==> config.mk <==
export PLATFORM = sky130hd
export DESIGN_NAME = scfla_queue
export DESIGN_NICKNAME = d
export VERILOG_FILES = /design/src/hdl/scfla_pkg.sv /design/src/hdl/scfla_queue.sv
export SDC_FILE = /design/constraint.sdc
export NUM_CORES = 1
export LEC_CHECK = 0
export BUFFER_PORTS_ARGS = -buffer_cell sky130_fd_sc_hd__clkbuf_2
export CORE_MARGIN = 3
export CORE_UTILIZATION = 46
export DETAILED_ROUTE_END_ITERATION = 6
export PLACE_DENSITY = 0.74
export REMOVE_ABC_BUFFERS = 1
export SLEW_MARGIN = 30
export SYNTH_ARGS = -nofsm -noshare
export SYNTH_HDL_FRONTEND = slang
export SYNTH_SLANG_ARGS = --single-unit
==> constraint.sdc <==
create_clock -name clk -period 2.1 [get_ports clk]
set_clock_uncertainty 0.2 [all_clocks]
set_input_delay 0.315 -clock clk [delete_from_list [all_inputs] [get_ports clk]]
set_output_delay 0.315 -clock clk [all_outputs]
set_load 0.01 [all_outputs]
==> src/hdl/scfla_pkg.sv <==
`timescale 1ns / 1ps

package scfla_pkg;

  localparam int NUM_CLASSES = 11;
  localparam int CLS_W       = 4;
  localparam int STATUS_W    = 3;
  localparam int SIZE_W      = 16;
  localparam int FIELD_AW    = 32;
  localparam int BYTES_W     = 14;
  localparam int CFG_IDX_W   = 1;

  localparam logic [SIZE_W-1:0]   MAX_SIZE     = 16'd8192;
  localparam logic [FIELD_AW-1:0] RESET_LIMIT  = 32'd1048576;

  // input function codes
  localparam logic FUNC_RETRIEVE = 1'b0;
  localparam logic FUNC_RELEASE  = 1'b1;

  // configuration register indexes
  localparam logic [CFG_IDX_W-1:0] REG_REGION_BASE  = 1'b0;
  localparam logic [CFG_IDX_W-1:0] REG_REGION_LIMIT = 1'b1;

  // result status codes
  localparam logic [STATUS_W-1:0] STAT_REUSED    = 3'd0;
  localparam logic [STATUS_W-1:0] STAT_FRESH     = 3'd1;
  localparam logic [STATUS_W-1:0] STAT_RELEASED  = 3'd2;
  localparam logic [STATUS_W-1:0] STAT_REJECTED  = 3'd3;
  localparam logic [STATUS_W-1:0] STAT_EXHAUSTED = 3'd4;
  localparam logic [STATUS_W-1:0] STAT_FULL      = 3'd5;

  // classified operation handed from front to back
  localparam logic [1:0] OP_REJECT   = 2'd0;
  localparam logic [1:0] OP_RETRIEVE = 2'd1;
  localparam logic [1:0] OP_RELEASE  = 2'd2;

  typedef struct packed {
    logic [1:0]          op;
    logic [CLS_W-1:0]    cls;
    logic [FIELD_AW-1:0] addr;
  } work_t;

  function automatic logic [BYTES_W-1:0] class_bytes(input logic [CLS_W-1:0] cls);
    logic [BYTES_W-1:0] b;
    case (cls)
      4'd0:    b = 14'd32;
      4'd1:    b = 14'd64;
      4'd2:    b = 14'd128;
      4'd3:    b = 14'd256;
      4'd4:    b = 14'd512;
      4'd5:    b = 14'd1024;
      4'd6:    b = 14'd1536;
      4'd7:    b = 14'd2048;
      4'd8:    b = 14'd3072;
      4'd9:    b = 14'd4096;
      default: b = 14'd8192;
    endcase
    return b;
  endfunction

endpackage

==> src/hdl/scfla_queue.sv <==
`timescale 1ns / 1ps

module scfla_queue (
  input  logic              clk,
  input  logic              rst,
  input  logic              push_valid,
  input  scfla_pkg::work_t  push_data,
  output logic              push_ready,
  output logic              pop_valid,
  output scfla_pkg::work_t  pop_data,
  input  logic              pop
);
  import scfla_pkg::*;

  // two-entry queue between classifier and executor
  work_t      entry [2];
  logic       wr_ptr;
  logic       rd_ptr;
  logic [1:0] count;
  logic       do_push;
  logic       do_pop;

  assign push_ready = (count != 2'd2);
  assign pop_valid  = (count != 2'd0);
  assign pop_data   = entry[rd_ptr];
  assign do_push    = push_valid && push_ready;
  assign do_pop     = pop && pop_valid;

  always_ff @(posedge clk) begin
    if (rst) begin
      wr_ptr <= 1'b0;
      rd_ptr <= 1'b0;
      count  <= 2'd0;
    end else begin
      if (do_push) begin
        wr_ptr <= ~wr_ptr;
      end
      if (do_pop) begin
        rd_ptr <= ~rd_ptr;
      end
      if (do_push && !do_pop) begin
        count <= count + 2'd1;
      end else if (!do_push && do_pop) begin
        count <= count - 2'd1;
      end
    end
  end

  always_ff @(posedge clk) begin
    if (do_push) begin
      entry[wr_ptr] <= push_data;
    end
  end

endmodule

# Word-level counts from Yosys, hierarchy flattened
# Memory sizes are Yosys's and may differ from the RTL's. A register that Yosys moved wholly into a read port is not among the register bits.
# Index checks and enable logic that the tools add are counted.
[totals] ff_bits=4 ram_bits=76 input_bits=42 out_inout_bits=40 mem_count=1
[classes] n_addsub=2 n_eq_ne=1 muxes=6 bitwise=2 reduce_logical=8
[memory_table] memory="entry" depth=2 word_bits=38 rd=1 rd_clocked_by_memory_dff=1 wr=1 line="scfla_queue.sv:16" source="work_t entry [2];"
[op_table] op="logical AND 1 bit" count=4
[op_table] op="2-to-1 mux 1 bit" count=4
[op_table] op="2-to-1 mux 2 bit" count=2
[op_table] op="nonzero test 2 bit" count=2
[op_table] op="adder 2 x 1 -> 2 bit, second input constant" count=1
[op_table] op="zero test 1 bit" count=2
[op_table] op="!= test 2 bit, second input constant" count=1
[op_table] op="NOT 1 bit" count=2
[op_table] op="subtractor 2 x 1 -> 2 bit, second input constant" count=1

# Logic depth before layout (Yosys ltp)
[logic_depth] word_depth=6 mapped_depth=6 depth_no_buf=6

# Worst setup path before layout
# Ideal clock, no wire load.
[synth_path] kind="reg2reg" from="register count[0]" to="memory entry[1][0] in the netlist's numbering, enable pin" arrival_time_ns=1.607 required_time_ns=1.501 path_slack_ns=-0.106 path_stages_with_launch=3 path_buffers=0 synth_period_minus_slack_ns=2.206 cell_sequence="dfxtp_1 -> nand2b_1 -> and3_1"
[synth_via] elab_chain_len=4
[synth_rtl] item="from (decl)" line="scfla_queue.sv:19" source="logic [1:0] count;"
[synth_rtl] item="from (signal assigned)" line="scfla_queue.sv:42" source="count <= count + 2'd1;"
[synth_rtl] item="from (signal assigned)" line="scfla_queue.sv:44" source="count <= count - 2'd1;"
[synth_rtl] item="!= test 2 bit" line="scfla_queue.sv:23" source="assign push_ready = (count != 2'd2);"
[synth_rtl] item="via push_ready" line="scfla_queue.sv:8" source="output logic push_ready,"
[synth_rtl] item="logical AND 1 bit" line="scfla_queue.sv:26" source="assign do_push = push_valid && push_ready;"
[synth_rtl] item="2-to-1 mux 1 bit" line="scfla_queue.sv:50" source="if (do_push) begin"
[synth_rtl] item="2-to-1 mux 1 bit (implied by the code)" line="scfla_queue.sv:51" source="entry[wr_ptr] <= push_data;"
[synth_rtl] item="to (decl)" line="scfla_queue.sv:16"
# The timed path passes the listed nets, and every way through them passes these cells.

==> run_results.csv <==
group,metric,value,unit
timing,period_needed,1.98,ns
grt,grt_pass1_wl,9220,um
routing,drt_wl_total,5740,um
worst_setup_path,reg2reg_to,"count[1]",
cells_and_area,antennaDiodeCount,0,
yosys,synth_area_leaders,"edfxtp_1 (77%), mux2_2 (14%), dfxtp_1 (3.4%)",
worst_setup_path,r2r_setup_slack,0.27,ns
yosys,avgSynthCellArea,20.9,um^2
worst_setup_path,crit_buf_inv,2,
die,die_w,86.3,um
routing,drtAntennaViolNets,0,
run_status,status,"complete, no violations",
clock_network,cts_setup_buffers,0,
place,place.gp.congestion,0.671,
worst_setup_path,cp_top_family,"buffers and inverters",
worst_setup_path,path_max_fanout,20,
clock_network,cts_buffers,9,
worst_setup_path,max_stage_delay,0.39,ns
yosys,synthTopCellsByCount,"edfxtp_1 (76), mux2_2 (38), dfxtp_1 (5), nor2_1 (3), xor2_1 (3)",
grt,track_usage,0.166,
timing,rsz0062_at_grt,"false",
yosys,yosys.area.top_type_share,0.770,
grt,antenna_found_initial,0,
yosys,synth_area_leader_cell,"edfxtp_1",
power_and_ir_drop,combPwrFrac,0.249,
yosys,ys_ff_latch,81,
routing,vias_per_cell,4.88,
min_path,hold_start,"push_valid",
routing,dr.pass1.iters,4,
power_and_ir_drop,ir_drop,0.672,mV
worst_setup_path,worstSetupEndpointType,"output port",
yosys,syn-cell-area,0.00297,mm^2
place,io_buffers,81,
timing,tns,0,ns
grt,grt_max_degree,24,
timing,worst_pin_slew,0.330,ns
clock_network,path_clk_slew,0.07,ns
timing,fmax,0.505,GHz
cells_and_area,drive_above_1_share,0.514,
timing,hold_viol_final,0,
clock_network,htree_levels,3,
worst_setup_path,cp.required,1.58,ns
worst_setup_path,critPathLaunchType,"flop",
routing,vias,1733,
min_path,holdPathStages,3,
grt,grt_pass1_vias,1923,
routing,first_iter_violations,136,
worst_setup_path,crit_slowest_cell,"mux2_2",
worst_setup_path,rr_worst_depth,5,
cells_and_area,areaGrowthSynthToFinish,39.5,%
worst_setup_path,worstReg2RegStart,"count[0]",
place,dpl.hpwl,3490,um
timing,setup_ws,0.121,ns
power_and_ir_drop,power_leakage,1.61,nW
die,initial_core_util,0.486,
yosys,synthArstFlopShare,0,
clock_network,clk_path_buf_depth,2,
power_and_ir_drop,sw_frac_of_total,0.257,
min_path,min_to,"wr_ptr",
worst_setup_path,worstPathCellList,"buf_4 -> mux2_2 -> clkbuf_2",
min_path,holdCritPathClass,"input port to flop",
routing,drc,0,
routing,routedWlPerCell,16.2,um
yosys,netlist_instances,142,
cells_and_area,fin_nets,318,
yosys,ys.flop_type,"edfxtp_1",
clock_network,cts_sinks,81,
die,fp.dieH,86.3,um
yosys,ys_types,18,
power_and_ir_drop,pwr-share-clk,0.309,
power_and_ir_drop,powerDensity,1140,mW/mm^2
timing,slew-limit-headroom,0.780,
power_and_ir_drop,p_sw,1.21,mW
die,num_rows,28,
timing,drv_slew,0,
timing,post-route-period-util,0.942,
power_and_ir_drop,p_seq_frac,0.442,
grt,overflow,0,
clock_network,insertion_delay,0.33,ns
yosys,yosys_warnings,0,
yosys,ys_seq_area_frac,0.803,
clock_network,tritoncts,"done",
power_and_ir_drop,p_int,3.50,mW
die,ios,82,
timing,setup_viol,0,
die,design.core.area,0.00610,mm^2
clock_network,cts_root_buffer,"clkbuf_8",
die,dieArea,0.00745,mm^2
worst_setup_path,arrival,1.46,ns
yosys,synth_edf_count,76,
run,drv_cap,0,
worst_setup_path,worst-setup-path-type,"flop to output port",
place,place_ws,0.286,ns
yosys,yosysMostFrequentCell,"edfxtp_1",
-- flip-flops by register name, indices dropped and copies added (netlist names), named ones only --
register and count:
entry 76, count 2, rd_ptr 1, wr_ptr 1
-- cell type report --
class	count	area (um^2)
clock inverters	7	141
multi-input cells	56	548
clock buffers	9	124
well taps	75	93.8
fillers	422	1960
repair buffers	126	841
inverters	1	3.75
flip-flops and latches	81	2380
-- how the worst max path moves through the flow --
stage / start / slack (ns) / endpoint / cells past startpoint
2_1_floorplan: count[0] / -0.11 / entry[1][0] / 2
3_3_place_gp: count[0] / 0.34 / count[1] / 5
3_5_place_dp: count[0] / 0.29 / count[1] / 5
4_1_cts: flop / 0.09 / pop_data[25] / 3
5_1_grt: flop / 0.05 / pop_data[25] / 3
6_report: flop / 0.12 / pop_data[25] / 3
-- metrics by stage --
step	hold slack (ns)	area, um^2	power [mW]	instances	utilization
finish	0.106	4140	4.71	355	0.678
global route	0.112	4140	4.95	355	0.678
CTS	0.0829	4140	4.76	355	0.678
detailed placement	0.294	3480	3.24	300	0.571
global placement	0.291	3480	3.21	300	0.571
floorplan	0.184	2930	2.79	138	-
-- cells in the final DEF, fill, tap and decap left out --
cell            n
a21bo_2         1
nand3b_1        1
or3_1           1
dfxtp_1         4
clkinv_1        2
nor2_1          3
dlygate4sd3_1  39
nand2b_1        1
inv_6           1
or2_2           1
a21oi_1         2
clkbuf_2       81
dfxtp_2         1
clkinv_4        1
buf_4           6
bufinv_16       4
and3_2          1
and2_1          1
edfxtp_1       76
ha_1            1
xor2_1          3
clkbuf_8        9
mux2_2         38
o21ai_0         2
-- cells by family (layout without fill, tap and decap cells) --
family                     Yosys count  in the layout  synth area share
AOI/OAI and AO/OA                    5              5            0.0101
xor gates and xnor gates             3              3           0.00886
and+or+nand+nor                      9              9            0.0169
DFF                                 81             81             0.803
buffers and inverters                5            143            0.0122
adders and majority gates            1              1           0.00422
muxes                               38             38             0.144
-- worst register-to-register path, stage by stage, from the launching register on --
cell	delay, ns
dfxtp_1	0.35
nand2b_1	0.21
and2_1	0.18
ha_1	0.33
or3_1	0.36
a21oi_1	0.13
-- metal layers --
metal | vias to the layer above | wire (um) | GRT usage
li1 | 818 | - | -
met1 | 828 | 2410 | 0.201
met5 | - | 0 | 0
met3 | 19 | 312 | 0.0361
met2 | 68 | 2810 | 0.274
met4 | 0 | 210 | 0.0977
-- power groups by stage --
| stage | Combinational (mW) | Sequential, mW | Clock (mW) |
|---|---|---|---|
| after CTS | 1.19 | 2.08 | 1.49 |
| after detailed placement | 1.12 | 2.12 | 0 |
| after global placement | 1.11 | 2.10 | 0 |
| final | 1.17 | 2.08 | 1.45 |
| after global routing | 1.27 | 2.11 | 1.57 |
| after floorplan | 0.617 | 2.17 | 0 |
-- repair_timing --
action	4_1_cts	5_1_grt
hold buffers	39	0
gates resized for setup	0	0
endpoints found under the hold margin	79	0
No activity file was read; power rests on OpenSTA's default activity.
