==> src/hdl/scfla_pkg.sv <==
`timescale 1ns / 1ps

package scfla_pkg;

  localparam int NUM_CLASSES = 11;
  localparam int CLS_W       = 4;
  localparam int STATUS_W    = 3;
  localparam int SIZE_W      = 16;
  localparam int FIELD_AW    = 32;
  localparam int BYTES_W     = 14;
  localparam int CFG_IDX_W   = 1;

  localparam logic [SIZE_W-1:0]   MAX_SIZE     = 16'd8192;
  localparam logic [FIELD_AW-1:0] RESET_LIMIT  = 32'd1048576;

  // input function codes
  localparam logic FUNC_RETRIEVE = 1'b0;
  localparam logic FUNC_RELEASE  = 1'b1;

  // configuration register indexes
  localparam logic [CFG_IDX_W-1:0] REG_REGION_BASE  = 1'b0;
  localparam logic [CFG_IDX_W-1:0] REG_REGION_LIMIT = 1'b1;

  // result status codes
  localparam logic [STATUS_W-1:0] STAT_REUSED    = 3'd0;
  localparam logic [STATUS_W-1:0] STAT_FRESH     = 3'd1;
  localparam logic [STATUS_W-1:0] STAT_RELEASED  = 3'd2;
  localparam logic [STATUS_W-1:0] STAT_REJECTED  = 3'd3;
  localparam logic [STATUS_W-1:0] STAT_EXHAUSTED = 3'd4;
  localparam logic [STATUS_W-1:0] STAT_FULL      = 3'd5;

  // classified operation handed from front to back
  localparam logic [1:0] OP_REJECT   = 2'd0;
  localparam logic [1:0] OP_RETRIEVE = 2'd1;
  localparam logic [1:0] OP_RELEASE  = 2'd2;

  typedef struct packed {
    logic [1:0]          op;
    logic [CLS_W-1:0]    cls;
    logic [FIELD_AW-1:0] addr;
  } work_t;

  function automatic logic [BYTES_W-1:0] class_bytes(input logic [CLS_W-1:0] cls);
    logic [BYTES_W-1:0] b;
    case (cls)
      4'd0:    b = 14'd32;
      4'd1:    b = 14'd64;
      4'd2:    b = 14'd128;
      4'd3:    b = 14'd256;
      4'd4:    b = 14'd512;
      4'd5:    b = 14'd1024;
      4'd6:    b = 14'd1536;
      4'd7:    b = 14'd2048;
      4'd8:    b = 14'd3072;
      4'd9:    b = 14'd4096;
      default: b = 14'd8192;
    endcase
    return b;
  endfunction

endpackage

==> src/hdl/scfla_req_if.sv <==
`timescale 1ns / 1ps

interface scfla_req_if;
  logic        valid;
  logic        ready;
  logic        func;
  logic [15:0] req_size;
  logic [31:0] block_addr;

  modport source(output valid, func, req_size, block_addr, input ready);
  modport sink(input valid, func, req_size, block_addr, output ready);
endinterface

==> src/hdl/scfla_front.sv <==
`timescale 1ns / 1ps

module scfla_front #(
  parameter int ADDR_WIDTH = 32
) (
  scfla_req_if.sink         req,
  output logic              push_valid,
  output scfla_pkg::work_t  push_data,
  input  logic              push_ready
);
  import scfla_pkg::*;

  localparam int AW = (ADDR_WIDTH < FIELD_AW) ? ADDR_WIDTH : FIELD_AW;
  localparam logic [FIELD_AW-1:0] ADDR_MASK = FIELD_AW'((64'(1) << AW) - 64'(1));

  logic [CLS_W-1:0]    cls;
  logic                size_ok;
  logic [FIELD_AW-1:0] addr;

  assign req.ready  = push_ready;
  assign push_valid = req.valid;
  assign size_ok    = (req.req_size != '0) && (req.req_size <= MAX_SIZE);
  assign addr       = req.block_addr & ADDR_MASK;

  // smallest class that holds the size
  always_comb begin
    cls = CLS_W'(NUM_CLASSES - 1);
    for (int c = NUM_CLASSES - 2; c >= 0; c--) begin
      if (req.req_size <= SIZE_W'(class_bytes(CLS_W'(c)))) begin
        cls = CLS_W'(c);
      end
    end
  end

  always_comb begin
    push_data.addr = addr;
    push_data.cls  = cls;
    if (!size_ok) begin
      push_data.op  = OP_REJECT;
      push_data.cls = '0;
    end else if (req.func == FUNC_RETRIEVE) begin
      push_data.op = OP_RETRIEVE;
    end else if (addr == '0) begin
      push_data.op  = OP_REJECT;
      push_data.cls = '0;
    end else begin
      push_data.op = OP_RELEASE;
    end
  end

endmodule

==> src/flat_wrapper.sv <==
// flat-port wrapper written by rule: the top's interface ports become plain ports
module scfla_front_flat import scfla_pkg::*;
#(
  parameter int ADDR_WIDTH = 32
)
  (push_valid, push_data, push_ready, req_valid, req_func, req_req_size, req_block_addr, req_ready);
  scfla_req_if req_i ();
  output logic push_valid;
  output scfla_pkg::work_t push_data;
  input  logic push_ready;
  input wire logic [$bits(req_i.valid)-1:0] req_valid;
  input wire logic [$bits(req_i.func)-1:0] req_func;
  input wire logic [$bits(req_i.req_size)-1:0] req_req_size;
  input wire logic [$bits(req_i.block_addr)-1:0] req_block_addr;
  output wire logic [$bits(req_i.ready)-1:0] req_ready;
  assign req_i.valid = req_valid;
  assign req_i.func = req_func;
  assign req_i.req_size = req_req_size;
  assign req_i.block_addr = req_block_addr;
  assign req_ready = req_i.ready;
  scfla_front #(.ADDR_WIDTH(ADDR_WIDTH)) u_core (.req(req_i), .push_valid(push_valid), .push_data(push_data), .push_ready(push_ready));
endmodule
==> config.mk <==
export PLATFORM = sky130hd
export DESIGN_NAME = scfla_front_flat
export DESIGN_NICKNAME = d
export VERILOG_FILES = /design/src/hdl/scfla_pkg.sv /design/src/hdl/scfla_req_if.sv /design/src/hdl/scfla_front.sv /design/src/flat_wrapper.sv
export SDC_FILE = /design/constraint.sdc
export NUM_CORES = 1
export LEC_CHECK = 0
export BUFFER_PORTS_ARGS = -buffer_cell sky130_fd_sc_hd__buf_2
export CAP_MARGIN = 20
export CORE_MARGIN = 2
export CORE_UTILIZATION = 30
export DETAILED_ROUTE_END_ITERATION = 7
export PLACE_DENSITY_LB_ADDON = 0.2
export RECOVER_POWER = 50
export SLEW_MARGIN = 20
export SYNTH_ARGS = -nofsm -noshare
export SYNTH_HDL_FRONTEND = slang
export SYNTH_SLANG_ARGS = --single-unit
==> constraint.sdc <==
create_clock -name vclk -period 2.2
set_input_delay 0.11 -clock vclk [all_inputs]
set_output_delay 0.11 -clock vclk [all_outputs]
set_load 0.01 [all_outputs]
* Word level (Yosys, flattened, before mapping) *
Cells that the tools add are included.

storage, ports and cells
  bits in registers = 0
  bits of input ports = 51
  output and inout bits = 40
  logic and storage cells = 29

operators by class
  magnitude comparators = 11
  multiplexer cells = 15
  reduce and logical (&&, ||, !) cells = 3

operators by type and width
  kind                  count
  $mux 4                11
  $le 16x11->1 const B  2
  $le 16x12->1 const B  2
  $logic_not 32->1      1
  $le 16x10->1 const B  1
  $le 16x13->1 const B  1
  $le 16x14->1 const B  1
  $le 16x6->1 const B   1
  $le 16x7->1 const B   1
  $le 16x8->1 const B   1
  $le 16x9->1 const B   1
  $reduce_bool 16->1    1
  $mux 2                3
  $mux 6                1
  $logic_and 1x1->1     1

* Depth between registers and ports, before layout *
Gate-level depths: netlist of run 1.

  word-level depth = 14
  depth in mapped cells = 6
  mapped depth without buffers = 5

* Worst setup path before layout of run 1 *
No wires, ideal clock.

  path kind = input to output
  start = input port req_req_size[10]
  end = output port push_data[34] in the netlist's numbering
  arrival time = 2.039 ns
  required time = 2.090 ns
  setup slack = 0.051 ns
  stages on the path = 6
  path buffers = 1
  path through = or4_4 nand4bb_1 xnor2_1 or3_2 buf_2 nor4b_1

RTL lines
  item             RTL line            text
  start, declared  flat_wrapper.sv:13  input wire logic [$bits(req_i.req_size)-1:0] req_req_size;
  end, declared    flat_wrapper.sv:9   output scfla_pkg::work_t push_data;

==> results of run 1 <==
[worst max path at each step]
stage | start | to | slack, ns
final | req_req_size[10] | push_data[32] | 0.05
after global routing | req_req_size[10] | push_data[32] | -0.003
after CTS | req_req_size[10] | push_data[37] | 0.005
after detailed placement | req_req_size[10] | push_data[32] | -0.03
after global placement | req_req_size[15] | push_data[32] | -0.008
after floorplan | req_req_size[10] | push_data[34] | 0.05
[synth_stat cells]
cell type / number / area share, %
or4_4: 1 / 1.6
o311ai_0: 1 / 1.3
a211oi_1: 1 / 1.1
or4_1: 2 / 2.2
or2_1: 1 / 0.91
a2111o_1: 1 / 1.6
nand3_1: 1 / 0.73
nand4_1: 2 / 1.8
nand4bb_1: 1 / 1.6
nor4b_1: 1 / 1.3
or3_2: 1 / 1.1
a2111oi_2: 1 / 2.2
inv_1: 1 / 0.55
o21ai_0: 2 / 1.5
nor3_1: 4 / 2.9
and4_2: 1 / 1.5
a21oi_1: 1 / 0.73
xnor2_1: 1 / 1.3
nand3b_4: 1 / 2.9
nor4_4: 1 / 3.1
nand3b_1: 1 / 1.1
a31oi_1: 1 / 0.91
nor3b_1: 3 / 3.3
o31ai_1: 1 / 1.1
o41a_1: 1 / 1.6
a311oi_2: 1 / 2.2
or4b_2: 1 / 1.5
a32o_1: 1 / 1.5
or3_1: 1 / 0.91
or2_2: 1 / 0.91
nor4_1: 8 / 7.3
clkbuf_1: 1 / 0.55
nor2_1: 5 / 2.7
buf_4: 34 / 37
buf_2: 1 / 0.73
mux2_2: 1 / 1.6
nand2_1: 2 / 1.1
nor4_2: 1 / 1.8
[per-layer routing]
metal	vias up	global-route usage [%]
met1	391	13.2
met5	-	0
li1	441	-
met4	0	2.63
met3	2	0.287
met2	48	35.0
[per-stage QoR]
stage,area [um^2],std cells,setup WS (ns)
2_1_floorplan,686,91,0.0512
3_3_place_gp,960,179,-0.00835
3_5_place_dp,960,179,-0.0285
4_1_cts,978,179,0.00470
5_1_grt,970,179,-0.00252
6_report,970,179,0.0528
[logic make-up (layout without fill, tap and decap cells)]
group           count (synthesis)  after routing  share of synthesized area (%)
simple gates                   40             40                           42.3
mux                             1              1                           1.64
buf+inv                        37             97                           39.0
compound gates                 12             12                           15.7
xor+xnor                        1              1                           1.28
[repair_timing]
action,4_1_cts,5_1_grt
setup buffers,0,0
setup endpoints to repair,2,5
gates resized for setup,2,3
pin swaps,1,4
[worst max-delay path, cell delays in order]
cell and delay [ns]:
buf_6 0.09, or4_4 0.55, nand3b_4 0.16, a2111o_1 0.44, or3_1 0.33, a311oi_2 0.20, buf_2 0.16
[area by class of cell]
cell class | instances | area share, %
multi-input combinational | 54 | 45.7
tap | 28 | 3.61
inverter | 1 | 0.387
timing repair buffer | 96 | 50.3
[power breakdown]
part           internal, mW  switching [mW]
Clock                     0               0
Combinational        0.0699          0.0729
Sequential                0               0
Total                0.0699          0.0729
==> flow_metrics.tcl, run 1 <==
set metrics [dict create \
    wire_per_inst_um 11.5 \
    fin_crit_sh_pct 97.6 \
    fillerInstances 235 \
    crit_required_ns 2.09 \
    total_power_mw 0.143 \
    peakVddDrop_uv 73.8 \
    place_congestion 0.801 \
    drive_gt1_share_pct 60.9 \
    relSlewSlack_pct 74.7 \
    io_buffers 87 \
    ios 91 \
    top_layer "met4" \
    routed-wl-met2_um 1200 \
    fmax_mhz 466 \
    cp-start-kind "input pin" \
    status "complete, no violations" \
    powerDensity_nw_per_um2 147 \
    ant_nets 0 \
    hold_path_depth 0 \
    yosysSeqAreaShare_pct 0 \
    die_x_um 51.8 \
    row_count 17 \
    critPathCaptureType "primary output" \
    dpl.hpwl_um 1830 \
    initial_core_util_pct 31.3 \
    antenna_found_initial 0 \
    leakagePower_nw 0.454 \
    syn_area_um2 686 \
    fin_util_pct 44.3 \
    cp_max_fo 4 \
    area_growth_pct 41.4 \
    grt_pass1_vias 815 \
    netlist-cell-type-count 38 \
    synth_fp_nets 142 \
    overflow 0 \
    worst_hold_path_type "in2out" \
    finalMaxSlewViolations 0 \
    syn_inst 91 \
    hold_path.startpoint "push_ready" \
    seqCellArea_um2 0 \
    die_h_um 51.8 \
    grt_max_degree 8 \
    clkbuf_count 0 \
    syn_avg_cell_area_um2 7.53 \
    dieArea_um2 2680 \
    m1WireLength_um 717 \
    fin_nets 204 \
    met3_length_um 129 \
    firstDrtPassIters 4 \
    mostFrequentLayoutCell "buf_2" \
    grt_first_pass_wirelength_um 3170 \
    min_period_ns 2.15 \
    drt-total-wl_um 2060 \
    min_delay_worst_endpoint "req_ready" \
    final_cell_mix "buf_2 (69), clkbuf_1 (17), buf_4 (9), nor4_1 (8), nor2_1 (5)" \
    seq_cells 0 \
    num_vias 882 \
    route.detailed.drc 0 \
    hold_viol 0 \
    hold_buffers 0 \
    diodes 0 \
    max-cap-violations 0 \
    grt_use_total_pct 14.9 \
    setup_violations 0 \
    multi_input_area_um2 443 \
    critPathArrivalTime_ns 2.04 \
    vias_per_cell 4.93 \
    fin_setup_tns_ns 0 \
    yosys_warnings 0 \
    drtIter0Drc 9 \
    worstSetupPathType "in2out" \
    holdWs_ns 0.220 \
    rsz0062_at_grt "yes" \
    core_um2 2190 \
    tightest_slew_ns 0.376 \
]
No activity file was read; power rests on OpenSTA's default activity.
==> run 2, diff against run 1 <==
Settings changed: RECOVER_POWER 50 to default.
==> run 2 against run 1 <==
Via count is 0.11% lower; flip-flop and latch count stayed put; count of clock-buffer cells in the layout stayed put; final cell count stayed put; routed wire length is 1.0% lower; critical endpoint unchanged; total power is 2.5% higher; maximum frequency hardly changed; die area stayed put.
==> flow_metrics.tcl, run 2 (synthesis gave the netlist of run 1 again) <==
set metrics [dict create \
    total_power_mw 0.146 \
    seqPwrFrac_pct 0 \
    crit_required_ns 2.09 \
    fin_ws_ns 0.0517 \
    use_met3_pct 0.287 \
    wire_per_inst_um 11.4 \
    fin_crit_sh_pct 97.7 \
    area_growth_pct 44.5 \
    drtIter0Drc 9 \
    sw_frac_of_total_pct 49.3 \
    hold_buffers 0 \
    overflow 0 \
    seq_cells 0 \
    cp-start-kind "input pin" \
    die_x_um 51.8 \
    route.detailed.drc 0 \
    row_count 17 \
    leakagePower_nw 0.501 \
    use_met2_pct 35.0 \
    min_period_ns 2.15 \
    ant_nets 0 \
    seqCellArea_um2 0 \
    critPathArrivalTime_ns 2.04 \
    p_sw_mw 0.0722 \
    dpl.hpwl_um 1830 \
    worst_hold_path_type "in2out" \
    core_um2 2190 \
    comb_power_share_pct 100.0 \
    tightest_slew_ns 0.378 \
    fmax_mhz 465 \
    grt_use_total_pct 14.9 \
    die_h_um 51.8 \
    top_usage_layer "met2" \
    cp_max_fo 4 \
    p_int_mw 0.0742 \
    io_buffers 87 \
    grt_first_pass_wirelength_um 3170 \
    power_frac_clock_pct 0 \
    place_congestion 0.801 \
    rsz0062_at_grt "yes" \
    setup_violations 0 \
    final_cell_mix "buf_2 (86), buf_4 (9), nor4_1 (8), nor2_1 (5), nor3_1 (4)" \
    crit_chain "buf_6 > or4_4 > nand3b_4 > a2111o_1 > or3_1 > a311oi_2 > buf_2" \
    max_stage_delay_ns 0.54 \
    finalMaxSlewViolations 0 \
    status "complete, no violations" \
    fillerInstances 219 \
    firstDrtPassIters 3 \
    worstSetupPathType "in2out" \
    dieArea_um2 2680 \
    peakVddDrop_uv 75.9 \
    drt-total-wl_um 2040 \
    clkbuf_count 0 \
    antenna_found_initial 0 \
    hold_viol 0 \
    num_vias 881 \
    drive_gt1_share_pct 72.2 \
    fin_setup_tns_ns 0 \
    initial_core_util_pct 31.3 \
    dp_slack_ns -0.0285 \
    mostFrequentLayoutCell "buf_2" \
    relSlewSlack_pct 74.6 \
    ios 91 \
    post-cts-setup-buffers 0 \
    powerDensity_nw_per_um2 148 \
    grt_pass1_vias 815 \
    max-cap-violations 0 \
    grtUsageMet1_pct 13.2 \
    critPathCaptureType "primary output" \
    vias_per_cell 4.92 \
    cp_slowest_cell "or4_4" \
    fin_nets 204 \
    diodes 0 \
    grt_max_degree 8 \
    fin_util_pct 45.2 \
]
==> run 2: path summary, 6_finish.rpt <==
path        startpoint       endpoint  slack [ns]  cells past startpoint
max   req_req_size[10]  push_data[32]        0.05                      7
min         push_ready      req_ready        0.22                      0
==> run 2: cell type report <==
cell class | count | area (um^2) | share of cell area [%]
inverters | 1 | 3.75 | 0.379
multi-input cells | 54 | 443 | 44.7
well taps | 28 | 35.0 | 3.54
repair buffers | 96 | 509 | 51.4
==> run 2: what timing repair did <==
action / 4_1_cts / 5_1_grt
pin swaps: 1 / 4
setup endpoints to repair: 2 / 5
gates cloned: 0 / 0
resized for setup: 2 / 3
==> run 2: worst max-delay path: cells and delay by family <==
family          cells  cell delay, ns
buf+inv             2            0.25
compound gates      2            0.64
simple gates        3            1.03
==> run 2: stage by stage <==
stage / hold slack [ns] / cells / cell area, um^2
floorplan: 0.268 / 91 / 686
global placement: 0.220 / 179 / 960
CTS: 0.220 / 179 / 978
global route: 0.220 / 179 / 991
detailed placement: 0.220 / 179 / 960
finish: 0.220 / 179 / 991
==> run 2: power by group through the flow <==
stage	combinational, mW	sequential (mW)	clock (mW)
3_3_place_gp	0.142	0	0
3_5_place_dp	0.144	0	0
2_1_floorplan	0.0869	0	0
4_1_cts	0.145	0	0
6_report	0.146	0	0
5_1_grt	0.161	0	0
==> run 2: routing by layer <==
layer | wire length [um] | vias to the layer above
met5 | 0 | -
met4 | 17 | 0
met3 | 124 | 2
met2 | 1200 | 46
met1 | 700 | 393
li1 | - | 440
